File: config.mk
export PLATFORM = sky130hd
export DESIGN_NAME = packet_checksum_engine_flat
export DESIGN_NICKNAME = d
export VERILOG_FILES = /design/src/rtl/pce_pkg.sv /design/src/rtl/pce_in_if.sv /design/src/rtl/pce_out_if.sv /design/src/rtl/packet_checksum_engine.sv /design/src/flat_wrapper.sv
export SDC_FILE = /design/constraint.sdc
export NUM_CORES = 1
export LEC_CHECK = 0
export BUFFER_PORTS_ARGS = -buffer_cell sky130_fd_sc_hd__buf_2
export CORE_ASPECT_RATIO = 1.5
export CORE_MARGIN = 2
export CORE_UTILIZATION = 54
export DETAILED_ROUTE_END_ITERATION = 10
export GPL_ROUTABILITY_DRIVEN = 0
export PLACE_DENSITY = 0.82
export SYNTH_ARGS = -nofsm -noshare
export SYNTH_HDL_FRONTEND = slang
export SYNTH_SLANG_ARGS = --single-unit
File: constraint.sdc
create_clock -name clk_i -period 9.7 [get_ports clk_i]
set_input_delay 0 -clock clk_i [delete_from_list [all_inputs] [get_ports clk_i]]
set_output_delay 0 -clock clk_i [all_outputs]
set_load 0.03 [all_outputs]
File: src/rtl/pce_pkg.sv
// pce_pkg: shared widths, header masks and status codes of the packet checksum engine
// no dependencies; used by the channel interfaces and the top level
package pce_pkg;

  localparam int DataW   = 8;
  localparam int IndexW  = 10;
  localparam int LenW    = 10;
  localparam int StatusW = 3;

  localparam logic [7:0]        ExtMask      = 8'h78;
  localparam logic [2:0]        LenMask      = 3'h7;
  localparam logic [IndexW-1:0] IndexMax     = 10'd1023;
  localparam logic [IndexW-1:0] ExtHeaderLen = 10'd6;

  localparam logic [IndexW-1:0] IdxSum8      = 10'd0;
  localparam logic [IndexW-1:0] IdxMode      = 10'd1;
  localparam logic [IndexW-1:0] IdxWords     = 10'd2;
  localparam logic [IndexW-1:0] IdxSum16Lo   = 10'd4;
  localparam logic [IndexW-1:0] IdxSum16Hi   = 10'd5;

  localparam logic [StatusW-1:0] StatusOk       = 3'd0;
  localparam logic [StatusW-1:0] StatusOverBuf  = 3'd1;
  localparam logic [StatusW-1:0] StatusCount    = 3'd2;
  localparam logic [StatusW-1:0] StatusBadSum8  = 3'd3;
  localparam logic [StatusW-1:0] StatusBadSum16 = 3'd4;

  localparam logic RegGenerateMode = 1'b0;

  typedef struct packed {
    logic [7:0]         sum8;
    logic [15:0]        sum16;
    logic [LenW-1:0]    declared_length;
    logic               extended_packet;
    logic [StatusW-1:0] status;
  } pce_result_t;

endpackage

File: src/rtl/pce_in_if.sv
// pce_in_if: input byte channel of the packet checksum engine
// depends on pce_pkg for the byte width
interface pce_in_if import pce_pkg::*; ();
  logic             valid;
  logic             ready;
  logic [DataW-1:0] data_byte;
  logic             last_byte;

  modport source (output valid, data_byte, last_byte, input ready);
  modport sink   (input valid, data_byte, last_byte, output ready);
endinterface

File: src/rtl/pce_out_if.sv
// pce_out_if: result channel of the packet checksum engine
// depends on pce_pkg for the field widths
interface pce_out_if import pce_pkg::*; ();
  logic               valid;
  logic               ready;
  logic [7:0]         sum8;
  logic [15:0]        sum16;
  logic [LenW-1:0]    declared_length;
  logic               extended_packet;
  logic [StatusW-1:0] status;

  modport source (output valid, sum8, sum16, declared_length, extended_packet, status,
                  input ready);
  modport sink   (input valid, sum8, sum16, declared_length, extended_packet, status,
                  output ready);
endinterface

File: src/rtl/packet_checksum_engine.sv
// packet_checksum_engine: streaming checksum check/generate over command packet bytes
// depends on pce_pkg, pce_in_if and pce_out_if
//
// Bytes of one packet enter on in_i, byte 0 first, one per cycle unless stalled; the final
// byte carries last_byte and yields one result, valid on out_o from the result register.
// Each byte is held in an input register, then a single pass of adders and compares updates
// the packet state and, on the last byte, loads the result register. A pending result stalls
// input only when a further last byte reaches the processing stage. generate_mode (APB
// offset 0, bit 0) selects checksum generation (1) or checking (0); the user must write it
// only while no packet is in flight, and the block itself does not enforce this.
module packet_checksum_engine import pce_pkg::*; #(
  parameter int BUFFER_BYTES = 256
) (
  input  logic        clk_i,
  input  logic        rst_ni,
  pce_in_if.sink      in_i,
  pce_out_if.source   out_o,
  input  logic        psel,
  input  logic        penable,
  input  logic        pwrite,
  input  logic [2:0]  paddr,
  input  logic [31:0] pwdata,
  output logic [31:0] prdata,
  output logic        pready
);

  localparam logic [LenW:0] BufLimit = (LenW+1)'(BUFFER_BYTES);

  // configuration
  logic gen_mode_q;
  logic cfg_sel;

  assign pready  = 1'b1;
  assign cfg_sel = (paddr[2] == RegGenerateMode);
  assign prdata  = cfg_sel ? {31'b0, gen_mode_q} : 32'b0;

  always_ff @(posedge clk_i or negedge rst_ni) begin
    if (!rst_ni) begin
      gen_mode_q <= 1'b0;
    end else if (psel && penable && pwrite && pready && cfg_sel) begin
      gen_mode_q <= pwdata[0];
    end
  end

  // input register
  logic             s1_valid_q;
  logic [DataW-1:0] s1_data_q;
  logic             s1_last_q;
  logic             s1_adv;
  logic             out_valid_q;
  logic             in_take;

  assign s1_adv     = s1_valid_q && (!s1_last_q || !out_valid_q || out_o.ready);
  assign in_i.ready = !s1_valid_q || s1_adv;
  assign in_take    = in_i.valid && in_i.ready;

  always_ff @(posedge clk_i or negedge rst_ni) begin
    if (!rst_ni) begin
      s1_valid_q <= 1'b0;
    end else if (in_i.ready) begin
      s1_valid_q <= in_i.valid;
    end
  end

  always_ff @(posedge clk_i) begin
    if (in_take) begin
      s1_data_q <= in_i.data_byte;
      s1_last_q <= in_i.last_byte;
    end
  end

  // packet state
  logic [IndexW-1:0] byte_index_q, byte_index_d;
  logic [7:0]        mode_q, mode_d;
  logic [7:0]        words_q, words_d;
  logic [11:0]       psum8_q, psum8_d;
  logic [15:0]       run16_q, run16_d;
  logic [15:0]       rx16_q, rx16_d;
  logic [7:0]        rx8_q, rx8_d;

  logic              ext;
  logic [4:0]        n8;
  logic [LenW-1:0]   declared;
  logic              add8, add16;
  logic              over;
  logic [15:0]       s16;
  logic [12:0]       total;
  logic [8:0]        fold1;
  logic [8:0]        fold2;
  logic [7:0]        s8;
  logic [IndexW:0]   count;
  logic [StatusW-1:0] status;
  pce_result_t       res_d, res_q;

  always_comb begin
    mode_d  = (byte_index_q == IdxMode)  ? s1_data_q : mode_q;
    words_d = (byte_index_q == IdxWords) ? s1_data_q : words_q;
    rx8_d   = (byte_index_q == IdxSum8)  ? s1_data_q : rx8_q;
    rx16_d  = rx16_q;
    if (byte_index_q == IdxSum16Lo) begin
      rx16_d[7:0] = s1_data_q;
    end
    if (byte_index_q == IdxSum16Hi) begin
      rx16_d[15:8] = s1_data_q;
    end

    ext      = (mode_d & ExtMask) == ExtMask;
    n8       = ext ? 5'(ExtHeaderLen) : 5'd2 + {1'b0, mode_d[2:0] & LenMask, 1'b0};
    declared = ext ? ExtHeaderLen + {1'b0, words_d, 1'b0} : {5'b0, n8};

    add8  = (byte_index_q >= 10'd1) && (byte_index_q < {5'b0, n8}) &&
            !(gen_mode_q && ext &&
              (byte_index_q == IdxSum16Lo || byte_index_q == IdxSum16Hi));
    add16 = ext && (byte_index_q >= ExtHeaderLen) && (byte_index_q < declared);

    psum8_d = add8  ? psum8_q + {4'b0, s1_data_q} : psum8_q;
    run16_d = add16 ? run16_q + {8'b0, s1_data_q} : run16_q;
    byte_index_d = (byte_index_q < IndexMax) ? byte_index_q + 10'd1 : IndexMax;

    over  = {1'b0, declared} > BufLimit;
    s16   = (ext && !over) ? run16_d : 16'd0;
    total = {1'b0, psum8_d};
    if (gen_mode_q && ext) begin
      total = total + {5'b0, s16[7:0]} + {5'b0, s16[15:8]};
    end
    fold1 = {4'b0, total[12:8]} + {1'b0, total[7:0]};
    fold2 = {8'b0, fold1[8]} + {1'b0, fold1[7:0]};
    s8    = fold2[7:0];
    count = {1'b0, byte_index_q} + 11'd1;

    if (over) begin
      status = StatusOverBuf;
    end else if (count != {1'b0, declared}) begin
      status = StatusCount;
    end else if (!gen_mode_q && s8 != rx8_d) begin
      status = StatusBadSum8;
    end else if (!gen_mode_q && ext && s16 != rx16_d) begin
      status = StatusBadSum16;
    end else begin
      status = StatusOk;
    end

    res_d.sum8            = s8;
    res_d.sum16           = s16;
    res_d.declared_length = declared;
    res_d.extended_packet = ext;
    res_d.status          = status;
  end

  always_ff @(posedge clk_i or negedge rst_ni) begin
    if (!rst_ni) begin
      byte_index_q <= '0;
      mode_q       <= '0;
      words_q      <= '0;
      psum8_q      <= '0;
      run16_q      <= '0;
      rx16_q       <= '0;
      rx8_q        <= '0;
    end else if (s1_adv) begin
      if (s1_last_q) begin
        byte_index_q <= '0;
        mode_q       <= '0;
        words_q      <= '0;
        psum8_q      <= '0;
        run16_q      <= '0;
        rx16_q       <= '0;
        rx8_q        <= '0;
      end else begin
        byte_index_q <= byte_index_d;
        mode_q       <= mode_d;
        words_q      <= words_d;
        psum8_q      <= psum8_d;
        run16_q      <= run16_d;
        rx16_q       <= rx16_d;
        rx8_q        <= rx8_d;
      end
    end
  end

  // result register
  always_ff @(posedge clk_i or negedge rst_ni) begin
    if (!rst_ni) begin
      out_valid_q <= 1'b0;
    end else if (s1_adv && s1_last_q) begin
      out_valid_q <= 1'b1;
    end else if (out_o.ready) begin
      out_valid_q <= 1'b0;
    end
  end

  always_ff @(posedge clk_i) begin
    if (s1_adv && s1_last_q) begin
      res_q <= res_d;
    end
  end

  assign out_o.valid           = out_valid_q;
  assign out_o.sum8            = res_q.sum8;
  assign out_o.sum16           = res_q.sum16;
  assign out_o.declared_length = res_q.declared_length;
  assign out_o.extended_packet = res_q.extended_packet;
  assign out_o.status          = res_q.status;

`ifndef SYNTHESIS
  // a finished packet always lands in the result register
  a_last_loads_result: assert property (@(posedge clk_i) disable iff (!rst_ni)
    s1_adv && s1_last_q |=> out_valid_q)
    else $error("last item did not load result register");

  // packet state restarts after the last item
  a_state_cleared: assert property (@(posedge clk_i) disable iff (!rst_ni)
    s1_adv && s1_last_q |=> byte_index_q == '0 && psum8_q == '0 && run16_q == '0)
    else $error("packet state not cleared after last item");

  // normal packets carry no 16-bit sum
  a_normal_no_sum16: assert property (@(posedge clk_i) disable iff (!rst_ni)
    out_valid_q && !res_q.extended_packet |-> res_q.sum16 == 16'd0)
    else $error("sum16 nonzero for normal packet");

  // input stalls only behind a held item
  a_stall_cause: assert property (@(posedge clk_i) disable iff (!rst_ni)
    !in_i.ready |-> s1_valid_q && s1_last_q && out_valid_q)
    else $error("input stalled without pending result");
`endif

endmodule

File: src/flat_wrapper.sv
// flat-port wrapper written by rule: the top's interface ports become plain ports
module packet_checksum_engine_flat import pce_pkg::*;
#(
  parameter int BUFFER_BYTES = 256
)
  (clk_i, rst_ni, psel, penable, pwrite, paddr, pwdata, prdata, pready, in_i_valid, in_i_data_byte, in_i_last_byte, in_i_ready, out_o_valid, out_o_sum8, out_o_sum16, out_o_declared_length, out_o_extended_packet, out_o_status, out_o_ready);
  pce_in_if in_i_i ();
  pce_out_if out_o_i ();
  input  logic clk_i;
  input  logic rst_ni;
  input  logic psel;
  input  logic penable;
  input  logic pwrite;
  input  logic [2:0] paddr;
  input  logic [31:0] pwdata;
  output logic [31:0] prdata;
  output logic pready;
  input wire logic [$bits(in_i_i.valid)-1:0] in_i_valid;
  input wire logic [$bits(in_i_i.data_byte)-1:0] in_i_data_byte;
  input wire logic [$bits(in_i_i.last_byte)-1:0] in_i_last_byte;
  output wire logic [$bits(in_i_i.ready)-1:0] in_i_ready;
  output wire logic [$bits(out_o_i.valid)-1:0] out_o_valid;
  output wire logic [$bits(out_o_i.sum8)-1:0] out_o_sum8;
  output wire logic [$bits(out_o_i.sum16)-1:0] out_o_sum16;
  output wire logic [$bits(out_o_i.declared_length)-1:0] out_o_declared_length;
  output wire logic [$bits(out_o_i.extended_packet)-1:0] out_o_extended_packet;
  output wire logic [$bits(out_o_i.status)-1:0] out_o_status;
  input wire logic [$bits(out_o_i.ready)-1:0] out_o_ready;
  assign in_i_i.valid = in_i_valid;
  assign in_i_i.data_byte = in_i_data_byte;
  assign in_i_i.last_byte = in_i_last_byte;
  assign in_i_ready = in_i_i.ready;
  assign out_o_valid = out_o_i.valid;
  assign out_o_sum8 = out_o_i.sum8;
  assign out_o_sum16 = out_o_i.sum16;
  assign out_o_declared_length = out_o_i.declared_length;
  assign out_o_extended_packet = out_o_i.extended_packet;
  assign out_o_status = out_o_i.status;
  assign out_o_i.ready = out_o_ready;
  packet_checksum_engine #(.BUFFER_BYTES(BUFFER_BYTES)) u_core (.clk_i(clk_i), .rst_ni(rst_ni), .in_i(in_i_i), .out_o(out_o_i), .psel(psel), .penable(penable), .pwrite(pwrite), .paddr(paddr), .pwdata(pwdata), .prdata(prdata), .pready(pready));
endmodule
==> impl_metrics.ini <==
[run_status]
outcome = finished, violations left
violations = negative setup slack

[global_routing]
grt_use_total = 0.3145
grtUsageMet1 = 0.3578
gr-total-overflow = 0
use_met3 = 0.05671
met2_usage = 0.5307
grt_max_degree = 54
antenna_found_initial = 0
busiest_layer = met2
first_global_vias = 9074
grt_pass1_wl_mm = 46.44

[cts]
clock_latency_ns = 0.43
cts_made_buffers = 17
cts_num_sinks = 126
clkTransAtPathRegs_ns = 0.07
cts_buffer_depth = 2
htreeDepth = 4
cts_tree = built
cts_root_buffer = clkbuf_16

[floorplan]
die_h_um = 165.6
rows = 59
core_um2 = 17200
die_x_um = 111.8
dieArea_um2 = 18510
initial_core_util = 0.5468
ios = 124

[yosys]
synthMuxAreaShare = 0.05853
ys.flop_type = dfrtp_1
async_reset_ff_frac = 0.6349
synth-adder-area-share = 0.08567
synth_area_um2 = 9405
synthCells = 1011
synth-edff-count = 46
synth-simple-area-share = 0.1535
yosys-top-cells-area = dfrtp_1, edfxtp_1, ha_1
syn_avg_cell_area_um2 = 9.303
synth_top_family_by_area = compound AO/OA/AOI/OAI gates
ys_top_cells_by_count = nand2_1, dfrtp_1, o21ai_0
synth-xor-area-share = 0.07277
ys_seq_area_frac = 0.3597
synth-compound-area-share = 0.1986
synth_cell_types = 81
synth_most_common_cell = nand2_1
synth_top_area_share = 0.2129
synth-seq-cells = 126
yosysTopAreaCell = dfrtp_1
synth_warnings = 0

[detailed_routing]
ant_nets = 0
wire_per_inst_um = 22.52
via_count = 9481
via_per_inst = 6.639
drt-total-wl_mm = 32.16
drt_iter0_markers = 1173
drt_pass1_iterations = 6
route.detailed.drc = 0

[setup_path]
r2r_slack_ns = -0.54
slowest_stage = fa_1
endpoint_kind = register
ff2ff_path_depth = 45
critPathKind = reg -> reg
crit_top_cell = nand2_1
start_kind = register
arrival_ns = 10.51
cp_max_fo = 5
slowest_delay_ns = 0.62
cp.required_ns = 9.96

[final_layout]
num-nets-final = 1312
fillerInstances = 1105
ff_latch_area_um2 = 3383
areaGrowthSynthToFinish_pct = 29.33
multiInputGateArea_um2 = 6101
antennaDiodeCount = 0
drive_gt1_frac = 0.3012
postLayoutCoreUtil = 0.7072

[timing]
fin_worst_skew_ns = 0.01042
min_period_ns = 10.24
max_freq_mhz = 97.64
slew_violations = 0
timing.final.ws_setup_ns = -0.5422
period_share = 1.056
finalSetupViolCount = 3
rsz0062_at_grt = yes
slew_headroom = 0.2198
setup_tns_ns = -1.262
hold_viol_final = 0
worstMarginPinSlew_ns = 1.168

[power]
p_sw_frac = 0.3993
power.share.sequential = 0.269
powerDensity_nw_per_um2 = 217.0
peakVddDrop_uv = 204.3
p_comb_frac = 0.476
p_leak_nw = 5.567
p_clk_frac = 0.255
power_switching_mw = 1.054
p_int_mw = 1.586

[place]
dp_slack_ns = -0.6391
portBuffers = 57
hpwl_mm = 19.02

[hold_path]
worstHoldPathCells = 3
hp-class = in -> reg

[run]
maxCapViolCount = 0
final timing paths:
check                                                    from                                    to
setup / recovery           u_core.byte_index_q[9]$_DFFE_PN0P_  u_core.out_o.status[2]$_SDFFCE_PP0P_
hold / removal                                    out_o_ready        u_core.out_o.valid$_DFFE_PN0P_
setup reg to reg           u_core.byte_index_q[9]$_DFFE_PN0P_  u_core.out_o.status[2]$_SDFFCE_PP0P_
hold reg to reg                   u_core.rx8_q[6]$_DFFE_PN0P_           u_core.rx8_q[6]$_DFFE_PN0P_
max in group asynchronous                              rst_ni          u_core.rx16_q[0]$_DFFE_PN0P_
min in group asynchronous                              rst_ni    u_core.byte_index_q[5]$_DFFE_PN0P_
worst max-delay path, delay by kind of cell, from the launching register on:
family	cells	cell delay, ns
AOI/OAI and AO/OA	9	1.94
xor gates and xnor gates	3	0.80
adders and majority gates	7	2.16
buffers and inverters	7	0.79
DFF	1	0.40
muxes	2	0.44
and+or+nand+nor	17	3.53
repair_timing:
item,CTS,global route
hold endpoints to repair,38,0
hold buffers,13,0
setup endpoints to repair,5,6
resized for setup,52,73
pin swaps,40,54
setup buffers,26,30
cell usage in the layout (no fill, tap or decap), types with 13 or more instances in the layout:
cell / Yosys / routed
buf_4: 33 / 148
nand2_1: 103 / 99
dfrtp_1: 80 / 80
o21ai_0: 64 / 57
buf_2: 4 / 56
inv_1: 55 / 48
nor2_1: 52 / 48
edfxtp_1: 46 / 46
a21oi_1: 48 / 42
xnor2_1: 47 / 41
ha_1: 50 / 39
mux2i_1: 37 / 33
conb_1: 2 / 33
nand3_1: 27 / 24
xor2_1: 26 / 21
clkbuf_16: 0 / 21
a32o_1: 18 / 18
a21o_1: 16 / 16
mux2_2: 16 / 15
a22o_1: 15 / 15
nand4_1: 13 / 13
a22oi_1: 13 / 13
dlygate4sd3_1: 0 / 13
final cells by class:
type | count | share of cell area
Clock buffer | 21 | 0.04320
Clock inverter | 11 | 0.007097
Inverter | 56 | 0.01749
Multi-Input combinational cell | 778 | 0.5015
Sequential cell | 126 | 0.2781
Tap cell | 213 | 0.02191
Timing Repair Buffer | 223 | 0.1306
metrics by stage:
stage	hold WS (ns)	area, µm²	instances	total power, mW
after floorplan	-0.2956	9545	1042	1.413
after global placement	-0.06376	10420	1331	1.676
after detailed placement	-0.05872	10420	1331	1.713
after CTS	0.005154	11570	1402	2.446
after global routing	0.06054	12160	1428	2.739
final	0.002241	12160	1428	2.640
cell families after synthesis:
| group | count (synthesis) |
|---|---|
| xor gates and xnor gates | 75 |
| buffers and inverters | 138 |
| other | 2 |
| adders and majority gates | 59 |
| DFF | 126 |
| muxes | 53 |
| and+or+nand+nor | 288 |
| AOI/OAI and AO/OA | 270 |
power by group through the flow:
stage               combinational (mW)  sequential (mW)  clock (mW)
global placement                 0.969            0.707           0
CTS                               1.08            0.703       0.666
detailed placement                1.00            0.711           0
global route                      1.33            0.714       0.696
floorplan                        0.681            0.733           0
finish                            1.26            0.710       0.673
metal layers:
metal  part of all wire  up-vias
met5                  0        -
li1                   -     4017
met2               0.48      758
met3              0.097      237
met4              0.083        0
met1               0.34     4469
flip-flops by register name, indices dropped and copies added (netlist names), 9 cells and up:
| register | cells |
|---|---|
| u_core.byte_index_q | 10 |
| u_core.out_o.declared_length | 9 |
| u_core.out_o.sum16 | 16 |
| u_core.psum8_q | 12 |
| u_core.run16_q | 16 |
| u_core.rx16_q | 16 |
(Power assumes the default switching activity.)
